<file path="config.mk">
export PLATFORM = sky130hd
export DESIGN_NAME = circular_deque_top
export DESIGN_NICKNAME = d
export VERILOG_FILES = /design/src/rtl/cdq_pkg.sv /design/src/rtl/cdq_cell.sv /design/src/rtl/cdq_chain.sv /design/src/rtl/circular_deque_top.sv
export SDC_FILE = /design/constraint.sdc
export NUM_CORES = 1
export LEC_CHECK = 0
export ABC_AREA = 1
export BUFFER_PORTS_ARGS = -buffer_cell sky130_fd_sc_hd__buf_2
export CORE_MARGIN = 5
export CORE_UTILIZATION = 45
export DETAILED_ROUTE_END_ITERATION = 12
export REMOVE_ABC_BUFFERS = 1
export SETUP_SLACK_MARGIN = 0.2
export SLEW_MARGIN = 10
export SYNTH_ARGS = -nofsm -noshare
export SYNTH_HDL_FRONTEND = slang
export SYNTH_SLANG_ARGS = --single-unit
</file>
<file path="constraint.sdc">
create_clock -name clock -period 6.6 [get_ports clock]
set_clock_uncertainty 0.15 [all_clocks]
set_input_delay 0.66 -clock clock [delete_from_list [all_inputs] [get_ports clock]]
set_output_delay 0.66 -clock clock [all_outputs]
set_load 0.01 [all_outputs]
</file>
<file path="src/rtl/cdq_pkg.sv">
package cdq_pkg;

   // widths of the item fields
   localparam int unsigned OP_WIDTH     = 3;
   localparam int unsigned VALUE_WIDTH  = 32;
   localparam int unsigned STATUS_WIDTH = 2;

   // packed stream widths, rounded up to whole bytes
   localparam int unsigned REQ_DATA_WIDTH = 40;
   localparam int unsigned RSP_DATA_WIDTH = 40;

   // operation codes carried by a request
   typedef enum logic [OP_WIDTH-1:0] {
      OP_PUSH_FRONT = 3'd0,
      OP_PUSH_REAR  = 3'd1,
      OP_POP_FRONT  = 3'd2,
      OP_POP_REAR   = 3'd3,
      OP_PEEK_FRONT = 3'd4,
      OP_PEEK_REAR  = 3'd5
   } op_type;

   // status codes carried by a response
   typedef enum logic [STATUS_WIDTH-1:0] {
      ST_OK    = 2'd0,
      ST_FULL  = 2'd1,
      ST_EMPTY = 2'd2
   } status_type;

   // what every cell of one lane does in a cycle
   typedef enum logic [2:0] {
      LANE_HOLD,
      LANE_SHIFT_IN,
      LANE_SHIFT_OUT,
      LANE_APPEND,
      LANE_DROP
   } lane_op_type;

   typedef struct packed {
      lane_op_type             op;
      logic [VALUE_WIDTH-1:0]  value;
   } lane_cmd_type;

endpackage

</file>
<file path="src/rtl/cdq_cell.sv">
module cdq_cell (
   input  logic                              clock,
   input  logic                              reset,
   input  cdq_pkg::lane_cmd_type             cmd,
   input  logic [cdq_pkg::VALUE_WIDTH-1:0]   left_data,
   input  logic                              left_valid,
   input  logic [cdq_pkg::VALUE_WIDTH-1:0]   right_data,
   input  logic                              right_valid,
   output logic [cdq_pkg::VALUE_WIDTH-1:0]   data,
   output logic                              valid
);
   import cdq_pkg::*;

   logic [VALUE_WIDTH-1:0] data_ff;
   logic [VALUE_WIDTH-1:0] data_in;
   logic                   valid_ff;
   logic                   valid_in;

   // next slot contents from the lane command and the two neighbors
   always_comb begin
      data_in  = data_ff;
      valid_in = valid_ff;
      unique case (cmd.op)
         LANE_SHIFT_IN: begin
            data_in  = left_data;
            valid_in = left_valid;
         end
         LANE_SHIFT_OUT: begin
            data_in  = right_data;
            valid_in = right_valid;
         end
         LANE_APPEND: begin
            // first free slot after the occupied run
            if (!valid_ff && left_valid) begin
               data_in  = cmd.value;
               valid_in = 1'b1;
            end
         end
         LANE_DROP: begin
            // last occupied slot of the run
            if (valid_ff && !right_valid) begin
               valid_in = 1'b0;
            end
         end
         default: begin
            data_in  = data_ff;
            valid_in = valid_ff;
         end
      endcase
   end

   // occupancy flag
   always_ff @(posedge clock) begin
      if (reset) begin
         valid_ff <= 1'b0;
      end else begin
         valid_ff <= valid_in;
      end
   end

   // slot payload
   always_ff @(posedge clock) begin
      data_ff <= data_in;
   end

   assign data  = data_ff;
   assign valid = valid_ff;

endmodule

</file>
<file path="src/rtl/cdq_chain.sv">
module cdq_chain #(
   parameter int unsigned DEPTH = 8
) (
   input  logic                              clock,
   input  logic                              reset,
   input  cdq_pkg::lane_cmd_type             cmd,
   output logic [cdq_pkg::VALUE_WIDTH-1:0]   head_data,
   output logic                              head_valid,
   output logic                              tail_valid
);
   import cdq_pkg::*;

   logic [VALUE_WIDTH-1:0] cell_data  [DEPTH];
   logic                   cell_valid [DEPTH];

   // row of cells, cell 0 holds the element at the head of this lane
   for (genvar i = 0; i < DEPTH; i++) begin : g_cell
      logic [VALUE_WIDTH-1:0] left_data;
      logic                   left_valid;
      logic [VALUE_WIDTH-1:0] right_data;
      logic                   right_valid;

      if (i == 0) begin : g_first
         assign left_data  = cmd.value;
         assign left_valid = 1'b1;
      end else begin : g_inner_left
         assign left_data  = cell_data[i-1];
         assign left_valid = cell_valid[i-1];
      end

      if (i == DEPTH - 1) begin : g_last
         assign right_data  = '0;
         assign right_valid = 1'b0;
      end else begin : g_inner_right
         assign right_data  = cell_data[i+1];
         assign right_valid = cell_valid[i+1];
      end

      cdq_cell u_cell (
         .clock       (clock),
         .reset       (reset),
         .cmd         (cmd),
         .left_data   (left_data),
         .left_valid  (left_valid),
         .right_data  (right_data),
         .right_valid (right_valid),
         .data        (cell_data[i]),
         .valid       (cell_valid[i])
      );
   end

   assign head_data  = cell_data[0];
   assign head_valid = cell_valid[0];
   assign tail_valid = cell_valid[DEPTH-1];

endmodule

</file>
<file path="src/rtl/circular_deque_top.sv">
// Double-ended queue of signed 32-bit values, DEPTH entries deep.
// Request channel (req_): one transaction per operation, tdata carries the
// operation code and the value to push. Response channel (rsp_): exactly one
// transaction per request, carrying the value read and a status (ok, full on
// a refused push, empty on a refused pop or peek).
// Storage is two rows of DEPTH cells. One row keeps the elements in order
// from the front, the other in order from the rear, so both ends are always
// read at cell 0 of a row; pushes and pops shift a row by one cell or load or
// clear the cell at the end of its occupied run, both rows together.
// The response is registered and appears in the cycle after the request is accepted.
// Throughput: one operation per cycle while the response side keeps up.
// A finished response waits in the output register; a new request is taken
// in the same cycle the waiting response is taken, so a stalled receiver
// holds the request side after one pending response.
// Reset (synchronous) empties the deque and drops any pending response; no
// clearing pass is needed and requests are accepted right after reset.
module circular_deque_top #(
   parameter int unsigned DEPTH = 8
) (
   input  logic                                 clock,
   input  logic                                 reset,
   // request: [2:0] operation, [34:3] push_value, [39:35] zero
   input  logic [cdq_pkg::REQ_DATA_WIDTH-1:0]   req_tdata,
   input  logic                                 req_tvalid,
   output logic                                 req_tready,
   // response: [31:0] read_value, [33:32] status, [39:34] zero
   output logic [cdq_pkg::RSP_DATA_WIDTH-1:0]   rsp_tdata,
   output logic                                 rsp_tvalid,
   input  logic                                 rsp_tready
);
   import cdq_pkg::*;

   logic                   accept;
   op_type                 op_code;
   logic [VALUE_WIDTH-1:0] push_value;
   lane_cmd_type           front_cmd;
   lane_cmd_type           rear_cmd;
   logic [VALUE_WIDTH-1:0] front_head;
   logic [VALUE_WIDTH-1:0] rear_head;
   logic                   front_head_valid;
   logic                   rear_head_valid;
   logic                   front_full;
   logic                   rear_full;
   logic                   is_empty;
   logic                   is_full;
   logic [VALUE_WIDTH-1:0] read_value;
   status_type             status;

   logic                   rsp_valid_ff;
   logic                   rsp_valid_in;
   logic [RSP_DATA_WIDTH-1:0] rsp_data_ff;
   logic [RSP_DATA_WIDTH-1:0] rsp_data_in;

   // request decode
   assign req_tready = !rsp_valid_ff || rsp_tready;
   assign accept     = req_tvalid && req_tready;
   assign op_code    = op_type'(req_tdata[OP_WIDTH-1:0]);
   assign push_value = req_tdata[OP_WIDTH +: VALUE_WIDTH];
   assign is_empty   = !front_head_valid;
   assign is_full    = front_full;

   // lane commands and the response of the current request
   always_comb begin
      front_cmd.op    = LANE_HOLD;
      front_cmd.value = push_value;
      rear_cmd.op     = LANE_HOLD;
      rear_cmd.value  = push_value;
      read_value      = '0;
      status          = ST_OK;
      unique case (op_code)
         OP_PUSH_FRONT: begin
            if (is_full) begin
               status = ST_FULL;
            end else begin
               front_cmd.op = LANE_SHIFT_IN;
               rear_cmd.op  = LANE_APPEND;
            end
         end
         OP_PUSH_REAR: begin
            if (is_full) begin
               status = ST_FULL;
            end else begin
               front_cmd.op = LANE_APPEND;
               rear_cmd.op  = LANE_SHIFT_IN;
            end
         end
         OP_POP_FRONT: begin
            if (is_empty) begin
               status = ST_EMPTY;
            end else begin
               read_value   = front_head;
               front_cmd.op = LANE_SHIFT_OUT;
               rear_cmd.op  = LANE_DROP;
            end
         end
         OP_POP_REAR: begin
            if (is_empty) begin
               status = ST_EMPTY;
            end else begin
               read_value   = rear_head;
               front_cmd.op = LANE_DROP;
               rear_cmd.op  = LANE_SHIFT_OUT;
            end
         end
         OP_PEEK_FRONT: begin
            if (is_empty) begin
               status = ST_EMPTY;
            end else begin
               read_value = front_head;
            end
         end
         OP_PEEK_REAR: begin
            if (is_empty) begin
               status = ST_EMPTY;
            end else begin
               read_value = rear_head;
            end
         end
         default: begin
            status = ST_OK;
         end
      endcase
      if (!accept) begin
         front_cmd.op = LANE_HOLD;
         rear_cmd.op  = LANE_HOLD;
      end
   end

   // element row ordered from the front
   cdq_chain #(
      .DEPTH (DEPTH)
   ) u_front_chain (
      .clock      (clock),
      .reset      (reset),
      .cmd        (front_cmd),
      .head_data  (front_head),
      .head_valid (front_head_valid),
      .tail_valid (front_full)
   );

   // element row ordered from the rear
   cdq_chain #(
      .DEPTH (DEPTH)
   ) u_rear_chain (
      .clock      (clock),
      .reset      (reset),
      .cmd        (rear_cmd),
      .head_data  (rear_head),
      .head_valid (rear_head_valid),
      .tail_valid (rear_full)
   );

   // response output register
   always_comb begin
      rsp_valid_in = rsp_valid_ff;
      rsp_data_in  = rsp_data_ff;
      if (accept) begin
         rsp_valid_in = 1'b1;
         rsp_data_in  = {{(RSP_DATA_WIDTH - VALUE_WIDTH - STATUS_WIDTH){1'b0}},
                         status, read_value};
      end else if (rsp_tready) begin
         rsp_valid_in = 1'b0;
      end
   end

   always_ff @(posedge clock) begin
      if (reset) begin
         rsp_valid_ff <= 1'b0;
      end else begin
         rsp_valid_ff <= rsp_valid_in;
      end
   end

   always_ff @(posedge clock) begin
      rsp_data_ff <= rsp_data_in;
   end

   assign rsp_tvalid = rsp_valid_ff;
   assign rsp_tdata  = rsp_data_ff;

   // both rows always hold the same number of elements; checked as agreement on empty and on full
   a_rows_agree_empty: assert property (@(posedge clock) disable iff (reset)
      front_head_valid == rear_head_valid)
      else $error("front and rear rows disagree on empty");

   a_rows_agree_full: assert property (@(posedge clock) disable iff (reset)
      front_full == rear_full)
      else $error("front and rear rows disagree on full");

   // a push into an empty deque leaves one element seen from both ends
   a_single_push: assert property (@(posedge clock) disable iff (reset)
      accept && is_empty && (op_code == OP_PUSH_FRONT || op_code == OP_PUSH_REAR)
      |=> front_head_valid && front_head == rear_head)
      else $error("single element differs between the two ends");

   // every accepted request produces a pending response
   a_response_follows: assert property (@(posedge clock) disable iff (reset)
      accept |=> rsp_valid_ff)
      else $error("accepted request without response");

   // refused operations return no data
   a_refused_zero: assert property (@(posedge clock) disable iff (reset)
      rsp_valid_ff && rsp_data_ff[VALUE_WIDTH +: STATUS_WIDTH] != ST_OK
      |-> rsp_data_ff[VALUE_WIDTH-1:0] == '0)
      else $error("refused operation returned data");

endmodule

</file>
==> run summary, run 1 <==
Vias in the first global route = 16159
Post-synth ARST share = 0%
Post-synth EDFFs = 546
H-tree depth = 2
Post-layout total power = 7.70 mW
Gpl congestion = 0.827
Endpoint type of the worst setup path = flip-flop
Multi-input logic area = 6720 µm²
Rows = 87
WHS Path Cells = 2
Worst reg2reg path depth = 9
Peak Freq = 0.237 GHz
Yosys cell types = 35
GRT overflow = 0
Die X = 248 µm
Synth warn = 0
CTS Hold Bufs = 0
Synthesized cell area = 25600 µm²
Max-Cap Viols = 0
Final setup viols = 0
Net Switching = 1.70 mW
Vias post-DR = 17138
Cts bufs inserted = 58
Final setup TNS = 0 ns
Initial DRC count = 1862
Most common cell type on the critical path = buf_4
Die area = 61600 µm²
Top_reg_cell synth = edfxtp_1
DR WL/cell = 21.0 µm
Slew headroom = 19.3%
Dpl cells = 2899
Latest clock arrival within the worst-skew pair = 0.61 ns
Slowest cell on crit path = inv_6
Worst R2R End = u_front_chain.g_cell[3].u_cell.data[10]
Flops & latches, synth = 563
Tot GR Track Use = 19.9%
Post-CTS resize count = 0
Cell Count, Final, Fillers Out = 3005
Leak pwr = 11.2 nW
Min Clock Period, post-route = 4.22 ns
First-pass iteration count of the detailed router = 6
Reg power frac = 53.2%
Avg Synthesized Cell Area = 11.7 µm²
Slowest stage delay, CP = 0.82 ns
DRC violations left = 0
Worst path required time = 6.76 ns
Logic pwr share = 5.8%
Top-count cell post-synth = edfxtp_1
Nets = 2247
Top post-synthesis cells by area = edfxtp_1, o221ai_1, nand2_1
Via/cell ratio = 5.70
Register area = 16700 µm²
Clock Power Share = 41.0%
Clock sinks = 563
Area growth syn-to-layout = 10.2%
Internal reg-to-reg setup slack = 2.38 ns
Initial Util = 45.4%
VDD IR-drop max = 0.205 mV
Fill cell count = 5013
Launch point of the worst path = u_front_chain.g_cell[0].u_cell.valid
Clock Path Buffers = 3
Hold Vio Cnt, Final = 0
Worst-Margin Slew = 1.21 ns
Yosys top cell by area = edfxtp_1
Core ar. = 56300 µm²
Cells after Synth = 2175
Hold Crit Start = reset
RSZ-0062 raised after global routing = no
End of the worst hold path = rsp_tvalid
CTS clk-pin slew, worst paths = 0.06 ns
Layout cells sized above 1 = 11.3%
DRT antenna net count = 0
TritonCTS clock tree = done
Max FO, Critical Path = 168
Cell internal pwr = 6.01 mW
Critical path type = reg2reg
Post-synth top cells = edfxtp_1, nand2_1, inv_1
Largest net degree at the start of global routing = 169
Sw Share = 22.0%
Startpoint Class = flip-flop
CTS Root Cell = clkbuf_16
Register area share after synthesis = 65.5%
Pwr dens = 274 nW/µm²
Outcome = completed
Period utilization = 64.0%
Setup Buffers After CTS = 0
First-pass GRT wire length = 95600 µm
R2R Path Start = u_front_chain.g_cell[0].u_cell.valid
Worst hold path type = in2reg
Total Wirelength = 63000 µm
I/O Buffers = 74
Die height = 248 µm
WP data arrival = 4.39 ns
Slew Limit Fails = 0
Initial antenna violation count = 0
CP Cell Sequence = buf_4, inv_2, nor2_1, nand2_1, nand2_4, nand2_8, inv_6, buf_4, o221ai_1
IO Pins = 86
Antenna Diode Count = 0
Post-synth top area share = 64.2%
Post-DP HPWL = 37200 µm
==> power by group through the flow <==
| stage | sequential, mW | combinational, mW | clock [mW] |
|---|---|---|---|
| floorplan | 4.17 | 0.260 | 0 |
| global placement | 4.17 | 0.431 | 0 |
| detailed placement | 4.17 | 0.444 | 0 |
| CTS | 4.10 | 0.445 | 3.24 |
| global route | 4.11 | 0.487 | 3.38 |
| finish | 4.10 | 0.445 | 3.16 |
==> registers in the layout, indices dropped and copies added (netlist names) <==
signal and flops:
rsp_tdata 34, u_rear_chain.g_cell.u_cell.valid 8, u_front_chain.g_cell.u_cell.data 256, u_front_chain.g_cell.u_cell.valid 8, rsp_tvalid 1, u_rear_chain.g_cell.u_cell.data 256
==> cells by family after synthesis <==
logic type / after synthesis / share of synthesized area (%)
flip-flops: 563 / 65.5
AND/OR/NAND/NOR: 557 / 10.1
AO/OA/AOI/OAI: 551 / 16.1
buffers and inverters: 503 / 8.36
other: 1 / 0.0147
==> worst max path at each step <==
stage                                                    endpoint  slack [ns]  cells past startpoint
after floorplan            u_rear_chain.g_cell[1].u_cell.data[17]        0.65                      5
after global placement     u_rear_chain.g_cell[5].u_cell.data[31]        2.21                      8
after detailed placement   u_rear_chain.g_cell[5].u_cell.data[11]        2.08                      8
after CTS                  u_front_chain.g_cell[5].u_cell.data[7]        2.48                      9
after global routing      u_front_chain.g_cell[4].u_cell.data[18]        2.15                      9
final                     u_front_chain.g_cell[3].u_cell.data[10]        2.38                      9
==> metrics by stage <==
stage,cell area (µm²),worst slack (ns),hold WS (ns),util [%]
after floorplan,24800,0.648,0.301,-
after global placement,26400,2.21,0.318,46.8
after detailed placement,26400,2.08,0.335,46.8
after CTS,28200,2.48,0.0822,50.0
after global routing,28200,2.15,0.106,50.0
final,28200,2.38,0.126,50.0
==> cell type report <==
cell class / count / share of cell area (%)
clock buffer: 79 / 5.51
clock inverter: 27 / 0.867
inverter: 364 / 4.89
multi-input combinational: 1114 / 23.9
sequential: 563 / 59.4
tap: 756 / 3.36
timing repair buffer: 102 / 2.06
==> placed cells by master (no fill, tap or decap), types with 28 or more instances in the layout <==
| cell | instances |
|---|---|
| edfxtp_1 | 546 |
| buf_2 | 74 |
| o221ai_1 | 200 |
| nand2_4 | 44 |
| clkbuf_16 | 59 |
| buf_4 | 28 |
| a22oi_1 | 90 |
| o211ai_1 | 92 |
| nor2_1 | 33 |
| inv_1 | 353 |
| o32ai_1 | 32 |
| nand3_1 | 34 |
| o21ai_0 | 125 |
| nand2_1 | 413 |
==> critical path, delay by kind of cell (launching register included) <==
family	cells	cell delay (ns)
AO/OA/AOI/OAI	1	0.22
buffers and inverters	4	2.29
flip-flops	1	0.56
AND/OR/NAND/NOR	4	0.58
==> metal layers <==
metal	routed length, µm	vias up	track usage [%]
met4	1150	0	4.84
met2	29600	557	32.6
met5	0	-	0
met3	3990	80	2.45
met1	28200	8510	28.7
li1	-	7991	-
Note: power is estimated with default switching activity, not from simulation.
==> run 2: changes to the inputs <==
ABC_AREA = 0   (was 1)
clock period = 4.1 ns   (was 6.6 ns; I/O delays follow)
==> run 2 against run 1 <==
Against the previous run:
- sequential share of layout area fell by 0.55 points
- combinational power rose by 95%
- routed wire length rose by 2.9%
- global-route usage rose by 0.47 points
- utilization rose by 0.56 points
==> run summary, run 2 <==
Final setup viols = 0 (unchanged)
Die area = 61400 µm² (was 61600 µm²)
Via/cell ratio = 6.36 (was 5.70)
Final core utilization = 50.6% (was 50.0%)
Final worst slack = 1.16 ns (was 2.38 ns)
Min Clock Period, post-route = 2.94 ns (was 4.22 ns)
Max-Cap Viols = 0 (unchanged)
Pwr dens = 447 nW/µm² (was 274 nW/µm²)
Post-synth top area share = 64.4% (was 64.2%)
GRT overflow = 0 (unchanged)
Flops & latches, synth = 563 (unchanged)
Peak Freq = 0.340 GHz (was 0.237 GHz)
Synth warn = 0 (unchanged)
Worst reg2reg path depth = 6 (was 9)
CTS clk-pin slew, worst paths = 0.06 ns (about the same)
Latest clock arrival within the worst-skew pair = 0.61 ns (about the same)
Layout cells sized above 1 = 16.5% (was 11.3%)
I/O Buffers = 74 (unchanged)
Tot GR Track Use = 20.4% (was 19.9%)
Clock Path Buffers = 3 (unchanged)
Leak pwr = 9.20 nW (was 11.2 nW)
Top post-synthesis cells by area = edfxtp_1, a221o_1, o2bb2ai_1 (was edfxtp_1, o221ai_1, nand2_1)
First-pass iteration count of the detailed router = 5 (was 6)
Final setup TNS = 0 ns (unchanged)
Cells after Synth = 1778 (was 2175)
Worst R2R End = u_rear_chain.g_cell[1].u_cell.data[14] (was u_front_chain.g_cell[3].u_cell.data[10])
WHS Path Cells = 2 (unchanged)
Period utilization = 71.7% (was 64.0%)
R2R Path Start = u_front_chain.g_cell[7].u_cell.valid (was u_front_chain.g_cell[0].u_cell.valid)
Initial DRC count = 1735 (was 1862)
IO Pins = 86 (unchanged)
Multi-input logic area = 7790 µm² (was 6720 µm²)
Slew Limit Fails = 0 (unchanged)
WP data arrival = 3.12 ns (was 4.39 ns)
Cell Count, Final, Fillers Out = 2566 (was 3005)
Post-layout total power = 12.7 mW (was 7.70 mW)
Synthesized cell area = 25500 µm² (was 25600 µm²)
Die height = 248 µm (about the same)
Slew headroom = 19.6% (was 19.3%)
Top-count cell post-synth = edfxtp_1 (unchanged)
CTS Hold Bufs = 21 (was 0)
Worst-Margin Slew = 1.20 ns (was 1.21 ns)
Yosys top cell by area = edfxtp_1 (unchanged)
Cts bufs inserted = 59 (was 58)
Post-CTS resize count = 0 (unchanged)
Outcome = completed (unchanged)
Yosys cell types = 62 (was 35)
DRT antenna net count = 0 (unchanged)
First-pass GRT wire length = 97500 µm (was 95600 µm)
Avg Synthesized Cell Area = 14.3 µm² (was 11.7 µm²)
End of the worst hold path = u_front_chain.g_cell[7].u_cell.data[21] (was rsp_tvalid)
Fill cell count = 4849 (was 5013)
Nets = 1805 (was 2247)
Startpoint Class = flip-flop (unchanged)
DR WL/cell = 25.3 µm (was 21.0 µm)
Setup Buffers After CTS = 0 (unchanged)
Top_reg_cell synth = edfxtp_1 (unchanged)
Worst path required time = 4.28 ns (was 6.76 ns)
H-tree depth = 2 (unchanged)
Endpoint type of the worst setup path = flip-flop (unchanged)
Vias post-DR = 16330 (was 17138)
Post-synth ARST share = 0% (unchanged)
Post-synth EDFFs = 546 (unchanged)
Worst hold path type = in2reg (unchanged)
Post-DP HPWL = 35000 µm (was 37200 µm)
Post-synth top cells = edfxtp_1, a21oi_1, a221o_1, o2bb2ai_1, buf_2 (was edfxtp_1, nand2_1, inv_1)
Register area = 16700 µm² (unchanged)
Vias in the first global route = 15922 (was 16159)
Rows = 87 (unchanged)
Initial antenna violation count = 2 (was 0)
Initial Util = 45.3% (was 45.4%)
Die X = 248 µm (about the same)
Total Wirelength = 64900 µm (was 63000 µm)
Hold Crit Start = req_tdata[24] (was reset)
RSZ-0062 raised after global routing = no (unchanged)
Register area share after synthesis = 65.7% (was 65.5%)
Internal reg-to-reg setup slack = 1.16 ns (was 2.38 ns)
Dpl ws = 1.01 ns (was 2.08 ns)
Largest net degree at the start of global routing = 196 (was 169)
Core ar. = 56200 µm² (was 56300 µm²)
CTS Root Cell = clkbuf_16 (unchanged)
Most frequent cells in the layout = edfxtp_1, a21oi_1, a221o_1, o2bb2ai_1, buf_2 (was edfxtp_1, nand2_1, inv_1)
Dpl cells = 2435 (was 2899)
Max FO, Critical Path = 32 (was 168)
DRC violations left = 0 (unchanged)
Area growth syn-to-layout = 11.6% (was 10.2%)
VDD IR-drop max = 0.302 mV (was 0.205 mV)
Critical path type = reg2reg (unchanged)
Gpl congestion = 0.759 (was 0.827)
Clock sinks = 563 (unchanged)
Commonest non-fill, non-tap cell in the layout = edfxtp_1 (unchanged)
Hold Vio Cnt, Final = 0 (unchanged)
TritonCTS clock tree = done (unchanged)
## run 2: worst max path at each step
stage	from	endpoint	slack [ns]	cells after the start
after floorplan	u_front_chain.g_cell[0].u_cell.valid	u_front_chain.g_cell[7].u_cell.data[0]	-5.41	3
after global placement	req_tdata[1]	u_rear_chain.g_cell[5].u_cell.data[18]	1.02	6
after detailed placement	req_tdata[0]	u_rear_chain.g_cell[1].u_cell.data[31]	1.01	7
after CTS	u_front_chain.g_cell[0].u_cell.valid	u_front_chain.g_cell[7].u_cell.data[2]	1.16	5
after global routing	u_front_chain.g_cell[7].u_cell.valid	u_rear_chain.g_cell[6].u_cell.data[29]	1.06	5
final	u_front_chain.g_cell[7].u_cell.valid	u_rear_chain.g_cell[1].u_cell.data[14]	1.16	6
## run 2: final cells by class
| type | count | area share, % |
|---|---|---|
| Antenna cell | 1 | 0.00881 |
| Clock buffer | 73 | 5.56 |
| Clock inverter | 36 | 1.00 |
| Inverter | 10 | 0.132 |
| Multi-Input combinational cell | 989 | 27.4 |
| Sequential cell | 563 | 58.9 |
| Tap cell | 756 | 3.33 |
| Timing Repair Buffer | 138 | 3.66 |
## run 2: routing by layer
metal	GRT usage (%)	vias up	wire length, µm
met5	0	-	7
met4	4.14	2	941
met3	3.61	68	4670
met2	31.2	660	29200
met1	30.9	8339	30000
li1	-	7261	-
## run 2: worst max-delay path, stage by stage (launching register included)
cell and delay [ns]:
dfxtp_1 0.43, or3_4 0.54, nor3_4 0.76, buf_4 0.28
o21ai_0 0.09, nor2b_4 0.14, buf_12 0.22
## run 2: metrics by stage
step,hold WS [ns],area [µm²]
after floorplan,0.318,24300
after global routing,0.0223,28400
after CTS,0.00374,28400
after global placement,0.355,26300
after detailed placement,0.362,26300
final,0.0374,28400
## run 2: where the power goes
part / switching, mW / leakage, nW / internal (mW) / total [mW]
combinational: 0.546 / 3.12 / 0.320 / 0.866
clock: 2.26 / 0.907 / 2.97 / 5.23
sequential: 0.0952 / 5.17 / 6.52 / 6.62
total: 2.90 / 9.20 / 9.82 / 12.7
## run 2: cells by family (layout without fill, tap and decap cells)
kind of cell | Yosys count | count (layout) | share of synthesized area, %
xor gates and xnor gates | 1 | 1 | 0.0344
buffers and inverters | 231 | 257 | 4.62
and+or+nand+nor | 161 | 161 | 3.65
other | 1 | 7 | 0.0147
DFF | 563 | 563 | 65.7
AOI/OAI and AO/OA | 756 | 756 | 23.1
muxes | 65 | 65 | 2.87
